`src/rtl/tfn_pkg.sv`:
```
package tfn_pkg;

    localparam int COORD_W  = 24;
    localparam int EDGE_W   = COORD_W + 1;
    localparam int CROSS_W  = 2 * EDGE_W;
    localparam int MAG_W    = 30;
    localparam int MUL_W    = MAG_W + 1;
    localparam int PROD_W   = 2 * MUL_W;
    localparam int SUM_W    = 2 * MAG_W + 2;
    localparam int ROOT_W   = SUM_W / 2;
    localparam int NFB      = 14;
    localparam int QUO_W    = NFB + 1;
    localparam int DIV_W    = MAG_W + NFB + 1;
    localparam int NRM_W    = 16;
    // also has to count the seven multiply steps
    localparam int STEP_W   = $clog2(QUO_W + 1);

    typedef logic signed [COORD_W-1:0] t_coord;
    typedef logic signed [EDGE_W-1:0]  t_edge;
    typedef logic signed [NRM_W-1:0]   t_nrm;

    typedef struct packed {
        t_edge e1x;
        t_edge e1y;
        t_edge e1z;
        t_edge e2x;
        t_edge e2y;
        t_edge e2z;
        logic  last;
    } t_tri;

endpackage

```
`src/rtl/tfn_queue.sv`:
```
module tfn_queue import tfn_pkg::*; (
    input  logic i_clk,
    input  logic i_rst_n,
    input  logic i_push_valid,
    output logic o_push_ready,
    input  t_tri i_push_tri,
    output logic o_pop_valid,
    input  logic i_pop_ready,
    output t_tri o_pop_tri
);

    t_tri       r_mem [2];
    logic       r_wr_ptr;
    logic       r_rd_ptr;
    logic [1:0] r_count;
    logic       push;
    logic       pop;

    assign o_push_ready = (r_count != 2'd2);
    assign o_pop_valid  = (r_count != 2'd0);
    assign o_pop_tri    = r_mem[r_rd_ptr];
    assign push         = i_push_valid && o_push_ready;
    assign pop          = o_pop_valid && i_pop_ready;

    always_ff @(posedge i_clk) begin
        if (push) begin
            r_mem[r_wr_ptr] <= i_push_tri;
        end
    end

    always_ff @(posedge i_clk) begin
        if (!i_rst_n) begin
            r_wr_ptr <= 1'b0;
            r_rd_ptr <= 1'b0;
            r_count  <= 2'd0;
        end else begin
            if (push) begin
                r_wr_ptr <= ~r_wr_ptr;
            end
            if (pop) begin
                r_rd_ptr <= ~r_rd_ptr;
            end
            if (push && !pop) begin
                r_count <= r_count + 2'd1;
            end else if (pop && !push) begin
                r_count <= r_count - 2'd1;
            end
        end
    end

endmodule

```
`config.mk`:
```
export PLATFORM = sky130hd
export DESIGN_NAME = tfn_queue
export DESIGN_NICKNAME = d
export VERILOG_FILES = /design/src/rtl/tfn_pkg.sv /design/src/rtl/tfn_queue.sv
export SDC_FILE = /design/constraint.sdc
export NUM_CORES = 1
export LEC_CHECK = 0
export BUFFER_PORTS_ARGS = -buffer_cell sky130_fd_sc_hd__buf_2
export CAP_MARGIN = 20
export CORE_MARGIN = 1
export CORE_UTILIZATION = 45
export CTS_CLUSTER_SIZE = 20
export DETAILED_ROUTE_END_ITERATION = 8
export GPL_ROUTABILITY_DRIVEN = 1
export PLACE_DENSITY = 0.7
export SKIP_LAST_GASP = 1
export SYNTH_ARGS = -nofsm -noshare
export SYNTH_HDL_FRONTEND = slang
export SYNTH_SLANG_ARGS = --single-unit
export TNS_END_PERCENT = 100
```
`constraint.sdc`:
```
create_clock -name i_clk -period 4.8 [get_ports i_clk]
set_input_delay 0.96 -clock i_clk [delete_from_list [all_inputs] [get_ports i_clk]]
set_output_delay 0.96 -clock i_clk [all_outputs]
set_load 0.005 [all_outputs]
```
==> impl_metrics.json <==
{
  "status": "completed",
  "synth.ff_latch_count": 307,
  "fin_crit_ns": 3.33,
  "fin_cells": 1181,
  "dpl.hpwl_um": 14100,
  "max_slew_margin_pct": 49.8,
  "fin_tns_setup_ns": 0,
  "drt-pass1-iter-count": 4,
  "stdcell_area_sq_um": 14400,
  "startpoint_type": "register",
  "ant_nets": 0,
  "synth_top_area_share_pct": 78.8,
  "gp_congestion": 0.755,
  "grt_pass1_wl_um": 31700,
  "p_clk_share_pct": 30.2,
  "initial_core_util_pct": 45.8,
  "pwr-share-comb_pct": 22.7,
  "io_pins": 308,
  "routedWlPerCell_um": 18.2,
  "critPathCaptureType": "output port",
  "yosys_warnings": 0,
  "timing_hold_violations_final": 0,
  "clk_pin_slew_ns": 0.05,
  "synth_nets": 650,
  "setup_viol": 0,
  "synth_area_leaders": "edfxtp_1 79%, mux2_4 12%, mux2_2 6.0%",
  "hp-class": "reg2reg",
  "cp_slowest_cell": "dfxtp_4",
  "r2r_setup_slack_ns": 2.66,
  "worst_pin_slew_ns": 0.753,
  "dr.max_layer_used": "met5",
  "min_from": "r_count[1]$_SDFFE_PN0P_",
  "antenna_found_initial": 5,
  "crit_arrival_ns": 2.37,
  "avgSynthCellArea_sq_um": 23.3,
  "slowest_delay_ns": 0.82,
  "fmax_mhz": 300,
  "ctsHoldBuffers": 0,
  "rsz0062_at_grt": "no",
  "cts_tree": "built",
  "grt_pass1_vias": 5780,
  "yosysTopAreaCell": "edfxtp_1",
  "grt_max_degree": 82,
  "cp_cell_sequence": "buf_12, mux2_4, buf_2",
  "fin_nets": 979,
  "p_int_mw": 5.61,
  "fin_crit_sh_pct": 69.3,
  "syn_inst": 494,
  "place_area_sq_um": 13400,
  "clockRootBuffer": "clkbuf_16",
  "synth_cell_types": 21,
  "p_sw_share_pct": 24.5,
  "post-cts-setup-buffer-count": 0,
  "r2r-start": "r_count[0]$_SDFFE_PN0P_",
  "seq_power_share_pct": 47.1,
  "drt-vias-per-instance": 4.77,
  "clock_path_buffers": 3,
  "path_class": "reg2out",
  "clk_latency_ns": 0.54,
  "met2_length_um": 10400,
  "crit_family": "flip-flops",
  "syn_area_sq_um": 11500,
  "yosysSeqAreaShare_pct": 79.7,
  "whs_ns": 0.577,
  "holdPathStages": 2,
  "clock_sinks": 307,
  "fp.dieW_um": 162,
  "netSwitchingPower_mw": 1.82,
  "area_growth_pct": 24.9,
  "wl_met3_um": 1850,
  "first_iter_violations": 319,
  "grt_usage_pct": 15.9,
  "drt-met1-wl_um": 8730,
  "crit_required_ns": 3.84,
  "portBuffers": 307,
  "htree_levels": 1,
  "drt-total-wl_um": 21500,
  "gr-total-overflow": 0,
  "power_density_nw_per_um2": 517,
  "crit_path_max_fanout": 51,
  "drc": 0,
  "crit_buf_inv": 2,
  "std_cell_rows": 58,
  "layout-drive-gt1-share_pct": 60.1,
  "irDropWorstVdd_uv": 385,
  "die-area_sq_um": 26200,
  "core_sq_um": 25100,
  "place_inst": 1120,
  "dieHeight_um": 162,
  "num_vias": 5638,
  "numCtsBuffers": 31,
  "r2r_end": "r_mem[0][10]$_DFFE_PP_",
  "cap_violations": 0,
  "finClkSkew_ns": 0.00567,
  "leakagePower_nw": 5.50,
  "reg2regPathDepth": 4,
  "cts_resized": 0,
  "drv_slew": 0,
  "min_to": "r_count[1]$_SDFFE_PN0P_",
  "finalPower_mw": 7.43
}
power by group through the flow:
| stage | sequential, mW | combinational [mW] | clock, mW |
|---|---|---|---|
| after floorplan | 3.50 | 1.14 | 0 |
| after global placement | 3.54 | 1.70 | 0 |
| after detailed placement | 3.56 | 1.71 | 0 |
| after CTS | 3.50 | 1.72 | 2.31 |
| after global routing | 3.53 | 1.82 | 2.41 |
| final | 3.50 | 1.69 | 2.25 |
stage by stage:
step,worst slack (ns),utilization [%]
after floorplan,0.322,-
after global placement,2.02,53.4
after detailed placement,2.02,53.4
after CTS,1.44,57.2
after global routing,1.38,57.2
final,1.47,57.2
cells in the mapped netlist (all sizes together):
cell / instances
edfxtp: 302
mux2: 151
xnor2: 2
nand3b: 1
or2: 1
xor2: 1
dfxtp: 5
and3: 1
buf: 17
o21ai: 2
nand2b: 1
a21bo: 1
or3: 1
a21boi: 2
ha: 1
and2: 4
inv: 1
flip-flops by register name (all words and copies together) (netlist names), named ones only:
name,count
r_wr_ptr,1
r_count,2
r_mem,302
r_rd_ptr,1
placed cells by master, fill, tap and decap left out:
cell	instances
nand3b_1	1
xor2_1	1
clkbuf_1	13
and3_4	1
or3_1	1
buf_12	4
clkinv_4	1
clkbuf_16	31
ha_1	1
a21bo_2	1
mux2_4	90
and2_1	4
or2_2	1
bufinv_16	2
diode_2	4
clkinv_1	5
xnor2_1	2
dfxtp_1	4
mux2_2	61
clkinv_2	3
dfxtp_4	1
clkbuf_8	2
inv_6	1
buf_4	2
nand2b_4	1
o21ai_1	1
buf_2	307
a21boi_0	1
o21ai_0	1
edfxtp_1	302
a21boi_1	1
area by class of cell:
cell class / count / area, sq um
diodes: 4 / 10.0
clock buffers: 46 / 852
clock inverters: 11 / 103
fillers: 1984 / 10700
inverters: 1 / 8.76
multi-input cells: 169 / 2180
flip-flops and latches: 307 / 9170
well taps: 330 / 413
repair buffers: 313 / 1630
logic make-up (layout without fill, tap and decap cells):
kind of cell | count (synthesis) | in the layout | share of synthesized area [%]
compound gates | 5 | 5 | 0.305
fa+ha+maj | 1 | 1 | 0.109
xor+xnor | 3 | 3 | 0.228
other cells | 0 | 4 | 0
mux | 151 | 151 | 17.7
flops | 307 | 307 | 79.7
simple gates | 9 | 9 | 0.566
buf+inv | 18 | 371 | 1.37
routing by layer:
metal / vias to the layer above / GRT usage, %
met1: 2712 / 20.1
met4: 6 / 4.50
met3: 43 / 4.65
li1: 2640 / -
met2: 237 / 26.5
met5: - / 0
worst max-delay path by stage:
stage | startpoint | endpoint | cells after the start
floorplan | i_push_valid | r_mem[0][0]$_DFFE_PP_ | 2
global placement | register | o_pop_tri[41] | 3
detailed placement | register | o_pop_tri[41] | 3
CTS | register | o_pop_tri[32] | 3
global route | register | o_pop_tri[77] | 3
finish | register | o_pop_tri[78] | 3
worst reg2reg max path: stages (launching register included):
cell,delay [ns]
dfxtp_1,0.42
nand2b_4,0.19
nand3b_1,0.17
inv_6,0.52
buf_4,0.52
(Power assumes the default switching activity.)
