$ cat src/rtl/tfn_pkg.sv
package tfn_pkg;

    localparam int COORD_W  = 24;
    localparam int EDGE_W   = COORD_W + 1;
    localparam int CROSS_W  = 2 * EDGE_W;
    localparam int MAG_W    = 30;
    localparam int MUL_W    = MAG_W + 1;
    localparam int PROD_W   = 2 * MUL_W;
    localparam int SUM_W    = 2 * MAG_W + 2;
    localparam int ROOT_W   = SUM_W / 2;
    localparam int NFB      = 14;
    localparam int QUO_W    = NFB + 1;
    localparam int DIV_W    = MAG_W + NFB + 1;
    localparam int NRM_W    = 16;
    // also has to count the seven multiply steps
    localparam int STEP_W   = $clog2(QUO_W + 1);

    typedef logic signed [COORD_W-1:0] t_coord;
    typedef logic signed [EDGE_W-1:0]  t_edge;
    typedef logic signed [NRM_W-1:0]   t_nrm;

    typedef struct packed {
        t_edge e1x;
        t_edge e1y;
        t_edge e1z;
        t_edge e2x;
        t_edge e2y;
        t_edge e2z;
        logic  last;
    } t_tri;

endpackage

$ cat src/rtl/tfn_if.sv
interface tfn_vertex_if import tfn_pkg::*; ();
    logic   valid;
    logic   ready;
    t_coord x_coord;
    t_coord y_coord;
    t_coord z_coord;
    logic   end_of_mesh;

    modport source (output valid, x_coord, y_coord, z_coord, end_of_mesh, input ready);
    modport sink (input valid, x_coord, y_coord, z_coord, end_of_mesh, output ready);
endinterface


$ cat src/rtl/tfn_front.sv
module tfn_front import tfn_pkg::*; (
    input  logic        i_clk,
    input  logic        i_rst_n,
    tfn_vertex_if.sink  i_vertex,
    output logic        o_tri_valid,
    input  logic        i_tri_ready,
    output t_tri        o_tri
);

    localparam logic [1:0] PH_FIRST  = 2'd0;
    localparam logic [1:0] PH_SECOND = 2'd1;
    localparam logic [1:0] PH_THIRD  = 2'd2;

    logic [1:0] r_phase;
    t_coord     r_v0 [3];
    t_coord     r_v1 [3];
    logic       accept;

    assign i_vertex.ready = (r_phase != PH_THIRD) || i_tri_ready;
    assign accept         = i_vertex.valid && i_vertex.ready;
    assign o_tri_valid    = i_vertex.valid && (r_phase == PH_THIRD);

    assign o_tri.e1x  = EDGE_W'(r_v1[0]) - EDGE_W'(r_v0[0]);
    assign o_tri.e1y  = EDGE_W'(r_v1[1]) - EDGE_W'(r_v0[1]);
    assign o_tri.e1z  = EDGE_W'(r_v1[2]) - EDGE_W'(r_v0[2]);
    assign o_tri.e2x  = EDGE_W'(i_vertex.x_coord) - EDGE_W'(r_v0[0]);
    assign o_tri.e2y  = EDGE_W'(i_vertex.y_coord) - EDGE_W'(r_v0[1]);
    assign o_tri.e2z  = EDGE_W'(i_vertex.z_coord) - EDGE_W'(r_v0[2]);
    assign o_tri.last = i_vertex.end_of_mesh;

    always_ff @(posedge i_clk) begin
        if (!i_rst_n) begin
            r_phase <= PH_FIRST;
        end else if (accept) begin
            case (r_phase)
                PH_THIRD: begin
                    r_phase <= PH_FIRST;
                end
                PH_SECOND: begin
                    // partial triangle at end of mesh is dropped
                    if (i_vertex.end_of_mesh) begin
                        r_phase <= PH_FIRST;
                    end else begin
                        r_phase <= PH_THIRD;
                        r_v1[0] <= i_vertex.x_coord;
                        r_v1[1] <= i_vertex.y_coord;
                        r_v1[2] <= i_vertex.z_coord;
                    end
                end
                default: begin
                    if (i_vertex.end_of_mesh) begin
                        r_phase <= PH_FIRST;
                    end else begin
                        r_phase <= PH_SECOND;
                        r_v0[0] <= i_vertex.x_coord;
                        r_v0[1] <= i_vertex.y_coord;
                        r_v0[2] <= i_vertex.z_coord;
                    end
                end
            endcase
        end
    end

endmodule

$ cat src/flat_wrapper.sv
// flat-port wrapper written by rule: the top's interface ports become plain ports
module tfn_front_flat import tfn_pkg::*;
  (i_clk, i_rst_n, o_tri_valid, i_tri_ready, o_tri, i_vertex_valid, i_vertex_x_coord, i_vertex_y_coord, i_vertex_z_coord, i_vertex_end_of_mesh, i_vertex_ready);
  tfn_vertex_if i_vertex_i ();
  input  logic i_clk;
  input  logic i_rst_n;
  output logic o_tri_valid;
  input  logic i_tri_ready;
  output t_tri o_tri;
  input wire logic [$bits(i_vertex_i.valid)-1:0] i_vertex_valid;
  input wire logic [$bits(i_vertex_i.x_coord)-1:0] i_vertex_x_coord;
  input wire logic [$bits(i_vertex_i.y_coord)-1:0] i_vertex_y_coord;
  input wire logic [$bits(i_vertex_i.z_coord)-1:0] i_vertex_z_coord;
  input wire logic [$bits(i_vertex_i.end_of_mesh)-1:0] i_vertex_end_of_mesh;
  output wire logic [$bits(i_vertex_i.ready)-1:0] i_vertex_ready;
  assign i_vertex_i.valid = i_vertex_valid;
  assign i_vertex_i.x_coord = i_vertex_x_coord;
  assign i_vertex_i.y_coord = i_vertex_y_coord;
  assign i_vertex_i.z_coord = i_vertex_z_coord;
  assign i_vertex_i.end_of_mesh = i_vertex_end_of_mesh;
  assign i_vertex_ready = i_vertex_i.ready;
  tfn_front u_core (.i_clk(i_clk), .i_rst_n(i_rst_n), .i_vertex(i_vertex_i), .o_tri_valid(o_tri_valid), .i_tri_ready(i_tri_ready), .o_tri(o_tri));
endmodule
$ cat config.mk
export PLATFORM = sky130hd
export DESIGN_NAME = tfn_front_flat
export DESIGN_NICKNAME = d
export VERILOG_FILES = /design/src/rtl/tfn_pkg.sv /design/src/rtl/tfn_if.sv /design/src/rtl/tfn_front.sv /design/src/flat_wrapper.sv
export SDC_FILE = /design/constraint.sdc
export NUM_CORES = 1
export LEC_CHECK = 0
export ABC_AREA = 1
export BUFFER_PORTS_ARGS = -buffer_cell sky130_fd_sc_hd__buf_4
export CAP_MARGIN = 20
export CORE_MARGIN = 2
export CORE_UTILIZATION = 54
export CTS_BUF_LIST = sky130_fd_sc_hd__clkbuf_16
export DETAILED_ROUTE_END_ITERATION = 16
export PLACE_DENSITY = 0.79
export SKIP_CTS_REPAIR_TIMING = 1
export SYNTH_ARGS = -nofsm -noshare
export SYNTH_HDL_FRONTEND = slang
export SYNTH_SLANG_ARGS = --single-unit
$ cat constraint.sdc
create_clock -name i_clk -period 5.7 [get_ports i_clk]
set_clock_uncertainty 0.1 [all_clocks]
set_input_delay 0.57 -clock i_clk [delete_from_list [all_inputs] [get_ports i_clk]]
set_output_delay 0.57 -clock i_clk [all_outputs]
set_load 0.1 [all_outputs]
==> key figures, run 1 <==
Synth
  – Synth Warn #: 0
  – Synth top area cells: edfxtp_1 28%, nand2_1 25%, inv_1 15%, ha_1 12%, xor2_1 3.9%
  – Post-Synth Adder-Cell Area: 12.4%
  – Synth Register Bits: about 150
  – Synth cell types: 20
  – Ys flop type: edfxtp_1
  – Post-synth ARST share: 0%
  – Mapped Cells: 2530
  – Post-Syn Area: 0.0156 mm²
  – Synth Area in XOR/XNOR: 4.37%
  – Most area-hungry cell type in the Yosys netlist: edfxtp_1
  – Largest family of logic cells by synthesized area: simple AND/OR/NAND/NOR gates
  – Sequential fraction of the synthesis area: ~28%
  – Simple-Gate Fraction of Synth Area: a little under two fifths
  – Yosys top cell area share: approximately 28%
  – Most frequent cell after synthesis: nand2_1
  – Mux contribution to synthesized area: 0%
  – Syn Area/Cell: 6.18 µm²
  – Complex-gate fraction of the synthesized area: 2.50%
  – Commonest cells in the netlist: 1048 x nand2_1, 624 x inv_1, 156 x nor2_1
  – Post-synth EDFFs: 144
  – Syn Nets: 2759

Clocking
  – Clock-pin slew on the worst setup and hold paths: 0.07 ns
  – # clock sinks: 146
  – Htree depth: 4
  – CTS tree: built
  – Total CTS buffers: 17
  – Clk_lat worst skew: 0.43 ns
  – Clk buf depth: 2
  – Root buffer cell: clkbuf_16

GRT
  – Antenna violations before repair: 1
  – Vias in the first global route: between 15k and 20k
  – Grt total ovfl: 0
  – First-pass GRT wire length: 74300 µm
  – Largest net degree at the start of global routing: 73
  – GRT Overall Usage: a little under a third

Timing
  – Worst Max-Slew Pin Slew: 0.989 ns
  – Maximum clock rate: 0.290 GHz
  – Fin crit share: 60.5%
  – RSZ-0062 raised after global routing: false
  – Pins Over Slew Limit: 0
  – Setup Viol. Count Final: 0
  – Hold Fails Final Rpt: 0
  – Fin crit period: 3.45 ns
  – Slew Limit Headroom: 34.1%
  – Total negative setup slack: 0 ns

Critical path
  – Worst EP arrival: 2.78 ns
  – Crit Path Category: flop to output port
  – Worst EP required: 5.03 ns
  – Crit-path max FO: 3
  – FF-to-FF setup slack: ~2.9 ns
  – R2r worst-path depth: 8
  – R2r startpoint: u_core.r_phase[0]
  – Reg2Reg Capture Point: u_core.r_v0[0][70]
  – CP endpoint kind: output port
  – CP Launch Type: flop

Place
  – Placer congestion estimate: 1.03
  – Port buffer count: 229
  – Post-Place Cells: 3144
  – DP HPWL: 39300 µm

Floorplanning
  – Die Ht: 174 µm
  – Die Wd: 174 µm
  – # rows: 62
  – IO Pins: 230
  – Die Area: 0.0304 mm²
  – Placeable Area: 0.0286 mm²
  – Effective utilization at floorplan: roughly 55%

Power and ir drop
  – Power Density: approximately 230 mW/mm²
  – Combinational Power Share: 42.7%
  – Sw frac: 46.0%
  – Internal power: 2.26 mW
  – Power share of the sequential group: between 20% and 30%
  – Leakage Power: about 11 nW
  – NetSw: 1.92 mW
  – Clock share of power: 28.4%
  – VDD IR max: 0.000206 V

Worst hold path
  – Hold depth: 1
  – Hold_sp: i_vertex_y_coord[23]
  – HP Class: primary input to flop
  – WHS Endpoint: u_core.r_v1[0][47]

Drt
  – Vias/cell: 4.99
  – Top Layer Used: met4
  – Drt initial violations: approximately 1.1k
  – WL met2: ~22000 µm
  – Post-DRT Antenna Nets: 0
  – TritonRoute pass-1 iters: 6
  – Vias: 15.8k
  – Post-Route WL: 46600 µm
  – Met3 Wirelength: 2860 µm
  – # DRC: 0
  – WL/cell: 14.7 µm
  – Metal-1 WL: 19800 µm

Finish
  – # nets final: 3008
  – Layout cells sized above 1: 11.5%
  – Final Instance Count excl. Fillers: ~3.2k
  – Synthesis-to-finish area growth: 18.1%

Run
  – Max-cap violation count: 0

Outcome
  – Outcome: completed
-- sequential cells by signal, summed over array words and instances, names as in the netlist --
register and count:
u_core.r_phase 2, u_core.r_v0 72, u_core.r_v1 72
-- worst max-delay path: stages, from the launching register on --
cell	delay, ns
edfxtp_1	0.41
ha_1	0.25
fa_1	0.42
inv_1	0.14
nand2_1	0.06
nand2_1	0.08
and2_1	0.28
nand3b_1	0.17
nand3_1	0.12
nand2_1	0.05
nand2_1	0.08
buf_4	0.29
-- worst max-delay path by stage --
stage,start,to,slack (ns),depth (start not counted)
finish,u_core.r_v0[0][24],o_tri[121],2.25,11
global route,u_core.r_v0[0][0],o_tri[67],2.14,11
CTS,u_core.r_v0[0][0],o_tri[67],2.30,11
detailed placement,i_vertex_x_coord[0],o_tri[67],2.47,13
global placement,i_vertex_x_coord[0],o_tri[67],2.48,13
floorplan,i_tri_ready,u_core.r_v0[0][0],0.45,6
-- stage by stage --
stage / instance area, µm² / setup slack (ns) / power (mW) / hold slack, ns / utilization, %
final: 18500 / 2.25 / 4.18 / 0.222 / 64.6
after global routing: 18500 / 2.14 / 4.33 / 0.208 / 64.6
after CTS: 18500 / 2.30 / 4.19 / 0.197 / 64.6
after detailed placement: 17900 / 2.47 / 3.00 / 0.389 / 62.4
after global placement: 17900 / 2.48 / 2.99 / 0.378 / 62.4
after floorplan: 15600 / 0.454 / 2.59 / 0.361 / -
-- final cells by class --
type | instances | area [µm²]
sequential | 146 | 4360
clock buffer | 17 | 425
tap | 384 | 480
inverter | 624 | 2340
timing repair buffer | 231 | 1730
clock inverter | 15 | 186
fill | 2683 | 10100
antenna | 1 | 2.50
multi-input combinational | 1759 | 8950
-- cells by family (layout without fill, tap and decap cells) --
family                     count (synthesis)  in the layout
buffers and inverters                    625            887
xor gates and xnor gates                  78             78
DFF                                      146            146
AOI/OAI and AO/OA                         78             78
and+or+nand+nor                         1451           1451
adders and majority gates                152            152
other                                      0              1
-- power groups by stage --
| stage | combinational, mW | clock [mW] | sequential (mW) |
|---|---|---|---|
| 2_1_floorplan | 1.35 | 0 | 1.23 |
| 3_3_place_gp | 1.76 | 0 | 1.23 |
| 3_5_place_dp | 1.77 | 0 | 1.23 |
| 4_1_cts | 1.78 | 1.20 | 1.21 |
| 5_1_grt | 1.88 | 1.24 | 1.21 |
| 6_report | 1.78 | 1.19 | 1.21 |
-- layout by cell type, fill, tap and decap left out, types with 11 or more instances in the layout --
| cell type | count |
|---|---|
| nand2_1 | 1048 |
| inv_1 | 624 |
| buf_4 | 231 |
| nor2_1 | 154 |
| ha_1 | 146 |
| edfxtp_1 | 144 |
| nand3_1 | 122 |
| a21oi_1 | 78 |
| xor2_1 | 70 |
| nand4_1 | 37 |
| nor2_2 | 35 |
| nand2_2 | 18 |
| clkbuf_16 | 17 |
| nand3b_1 | 11 |
| nor3_1 | 11 |
-- routing by layer --
layer	vias up	track usage, %
li1	8141	-
met1	7071	37.6
met2	521	53.0
met3	110	5.64
met4	0	14.0
met5	-	0
Note: power is estimated with default switching activity, not from simulation.
==> inputs of run 2 (changes only) <==
--- a/config.mk
+++ b/config.mk
@@ -5,14 +5,14 @@
 export SDC_FILE = /design/constraint.sdc
 export NUM_CORES = 1
 export LEC_CHECK = 0
-export ABC_AREA = 1
+export ABC_AREA = 0
 export BUFFER_PORTS_ARGS = -buffer_cell sky130_fd_sc_hd__buf_4
 export CAP_MARGIN = 20
 export CORE_MARGIN = 2
 export CORE_UTILIZATION = 54
 export CTS_BUF_LIST = sky130_fd_sc_hd__clkbuf_16
 export DETAILED_ROUTE_END_ITERATION = 16
-export PLACE_DENSITY = 0.79
+export PLACE_DENSITY = 0.81
 export SKIP_CTS_REPAIR_TIMING = 1
 export SYNTH_ARGS = -nofsm -noshare
 export SYNTH_HDL_FRONTEND = slang
==> constraint.sdc (replaced) <==
create_clock -name i_clk -period 3.6 [get_ports i_clk]
set_clock_uncertainty 0.1 [all_clocks]
set_input_delay 0.36 -clock i_clk [delete_from_list [all_inputs] [get_ports i_clk]]
set_output_delay 0.36 -clock i_clk [all_outputs]
set_load 0.1 [all_outputs]
==> run 2 against run 1 <==
Net effect:
- the flow now finishes with violations (setup timing)
- setup slack lost 2.3 ns
- routed wire length shrank 32%
- first-iteration DRC count shrank 46%
- cell count shrank 43%
- largest power group unchanged
- highest routed layer unchanged
==> key figures, run 2 <==
GRT
  – Grt total ovfl: 0 (unchanged)
  – First-pass GRT wire length: 46400 µm (-38%)
  – Antenna violations before repair: 1 (unchanged)
  – GRT Overall Usage: 24.5% (-6.4 points)
  – Largest net degree at the start of global routing: 73 (unchanged)
  – Vias in the first global route: 9633 (-36%)

Power and ir drop
  – Total power: 6.64 mW (+59%)
  – Power Density: 401 mW/mm² (+77%)
  – Combinational Power Share: 44.1% (+1.4 points)
  – NetSw: 2.82 mW (+47%)
  – Leakage Power: 7.42 nW (-32%)
  – Internal power: 3.82 mW (+69%)
  – Power share of the sequential group: 28.9% (about the same)
  – Clock share of power: 27.0% (-1.4 points)
  – Sw frac: 42.5% (-3.5 points)
  – VDD IR max: 0.000327 V (+58%)

Place
  – Placer congestion estimate: 0.898 (-13%)
  – Port buffer count: 229 (unchanged)
  – DP HPWL: 23400 µm (-41%)

Synth
  – Yosys top cell area share: 36.3% (+8.7 points)
  – Syn Area/Cell: 9.56 µm² (+55%)
  – Most area-hungry cell type in the Yosys netlist: edfxtp_1
  – Post-synth ARST share: 0% (unchanged)
  – Most frequent cell after synthesis: ha_1
  – Sequential fraction of the synthesis area: 36.6% (+8.7 points)
  – Ys flop type: edfxtp_1
  – Post-Syn Area: 0.0119 mm² (-24%)
  – Mapped Cells: 1246 (-51%)
  – Synth top area cells: edfxtp_1 36%, ha_1 15%, xnor2_1 5.0%, inv_1 4.4%, a21oi_1 4.3%
  – Commonest cells in the netlist: 146 x ha_1, 144 x edfxtp_1, 139 x inv_1
  – Synth cell types: 75 (+280%)
  – Syn Nets: 1475 (-47%)
  – Synth Warn #: 0 (unchanged)
  – Post-synth EDFFs: 144 (unchanged)
  – Synth Register Bits: 146 (unchanged)

Timing
  – RSZ-0062 raised after global routing: true
  – Hold Fails Final Rpt: 0 (unchanged)
  – Final WS setup: -0.0757 ns (-2.33 ns)
  – Hold_ws: 0.0300 ns (-0.192 ns)
  – Setup Viol. Count Final: 8 (+8)
  – Fin crit period: 3.68 ns
  – Worst Max-Slew Pin Slew: 0.951 ns (-0.0380 ns)
  – Slew Limit Headroom: 36.5% (+2.4 points)
  – Maximum clock rate: 0.272 GHz
  – Fin crit share: 102%
  – Pins Over Slew Limit: 0 (unchanged)

Clocking
  – Clk buf depth: 2 (unchanged)
  – Total CTS buffers: 17 (unchanged)
  – Root buffer cell: clkbuf_16
  – Clock-pin slew on the worst setup and hold paths: 0.07 ns (about the same)
  – Htree depth: 4 (unchanged)
  – CTS tree: built
  – Clk_lat worst skew: 0.42 ns (about the same)
  – # clock sinks: 146 (unchanged)

Critical path
  – CP max stage cell: edfxtp_1
  – Worst EP required: 3.14 ns (-1.89 ns)
  – Crit-path max cell delay: 0.44 ns (+0.02 ns)
  – R2r worst-path depth: 6 (-2)
  – CP endpoint kind: output port
  – Worst EP arrival: 3.22 ns (+0.44 ns)
  – CP top delay family: compound AO/OA/AOI/OAI gates
  – Critical path, cell by cell: ha_4, fa_2, nor2b_2, o21ai_2, a21boi_2, o311a_1, a311o_1, a41oi_2, nand3b_1, a41o_1, buf_12
  – Worst path buffer plus inverter count: 1 (-1)
  – CP Launch Type: flop
  – WP depth: 11 (unchanged)
  – Crit Path Category: flop to output port
  – Crit-path max FO: 3 (unchanged)

Drt
  – WL/cell: 17.5 µm (+19%)
  – Post-DRT Antenna Nets: 0 (unchanged)
  – Vias/cell: 5.79 (+16%)
  – Post-Route WL: 31900 µm (-32%)
  – TritonRoute pass-1 iters: 7 (+1)
  – Drt initial violations: 578 (-46%)
  – # DRC: 0 (unchanged)
  – Vias: 10.6k (-33%)

Outcome
  – Failing checks: setup timing
  – Outcome: complete, but fails checks

Finish
  – # nets final: 1760 (-41%)
  – Commonest non-fill, non-tap cell in the layout: buf_4
  – Layout cells sized above 1: 33.0% (+21 points)
  – Largest regs: u_core.r_v0 (72), u_core.r_v1 (72), u_core.r_phase (2)
  – Synthesis-to-finish area growth: 39.0%
  – # fillers: 1449 (-46%)
  – Reg area: 0.00437 mm² (about the same)
  – Most frequent cells in the layout: 234 x buf_4, 144 x edfxtp_1, 132 x inv_1, 126 x ha_1, 84 x a21oi_1
  – Multi-input combinational cell area: 0.00823 mm² (-8.0%)

Floorplanning
  – Placeable Area: 0.0218 mm² (-24%)
  – Die Wd: 153 µm (-12%)
  – Die Ht: 153 µm (-12%)
  – Effective utilization at floorplan: 54.8% (+0.091 points)
  – # rows: 54 (-13%)
  – Die Area: 0.0233 mm² (-23%)
  – IO Pins: 230 (unchanged)

Run
  – Max-cap violation count: 0 (unchanged)

Worst hold path
  – Hold depth: 1 (unchanged)
  – HP Class: primary input to flop
## run 2: changes by cell type after synthesis, moves of 32 or more
cell	previous run	this run
nor2_2	35	0
nor2_1	156	86
inv_1	624	139
nor2b_1	0	33
o21ai_0	0	54
xor2_1	70	38
xnor2_1	8	68
nand3_1	122	20
a21o_1	0	58
nand2_1	1048	83
## run 2: cell families after synthesis
kind of cell / Yosys count / share of synthesized area [%]
buffers and inverters: 153 / 4.85
xor gates and xnor gates: 106 / 7.79
adders and majority gates: 152 / 16.3
and+or+nand+nor: 315 / 12.9
AOI/OAI and AO/OA: 369 / 21.0
muxes: 5 / 0.420
DFF: 146 / 36.6
## run 2: power groups by stage
| stage | clock [mW] | combinational, mW | sequential, mW |
|---|---|---|---|
| after floorplan | 0 | 2.13 | 1.95 |
| after global placement | 0 | 2.68 | 1.95 |
| after detailed placement | 0 | 2.70 | 1.95 |
| after CTS | 1.81 | 2.71 | 1.92 |
| after global routing | 1.88 | 3.03 | 1.92 |
| final | 1.80 | 2.93 | 1.92 |
## run 2: worst paths after layout
path,startpoint,endpoint,slack [ns]
hold / removal,i_vertex_y_coord[0],u_core.r_v0[0][24],0.03
setup / recovery,u_core.r_v0[0][48],o_tri[25],-0.08
hold reg to reg,u_core.r_phase[0],u_core.r_phase[0],0.43
setup reg to reg,u_core.r_phase[0],u_core.r_v1[0][23],1.36
## run 2: cell type report
type / instances / share of cell area [%]
antenna: 1 / 0.0151
clock buffer: 17 / 2.57
clock inverter: 15 / 1.01
inverter: 139 / 3.15
multi-input combinational: 947 / 49.7
sequential: 146 / 26.4
tap: 280 / 2.12
timing repair buffer: 280 / 15.1
## run 2: per-stage QoR
step	instance area (µm²)	cells	TNS, ns	worst slack (ns)	util (%)
finish	16600	1825	-0.281	-0.0757	76.1
global route	16600	1825	-2.36	-0.229	76.1
CTS	15400	1795	-9.03	-0.455	70.8
detailed placement	14800	1763	-0.146	-0.146	68.0
global placement	14800	1763	-0.168	-0.168	68.0
floorplan	12600	1246	-42.85	-0.306	-
## run 2: worst register-to-register path: stages (launching register included)
cell,delay (ns)
dfxtp_2,0.35
inv_2,0.05
ha_4,0.16
nand2b_4,0.07
nand2_4,0.08
nor4bb_4,0.84
buf_12,0.28
## run 2: per-layer routing
layer,vias to the layer above,GRT usage [%],routed length [µm]
li1,5111,-,-
met1,5051,30.3,13000
met2,334,43.4,16300
met3,64,3.90,1750
met4,0,8.64,911
met5,-,0,0
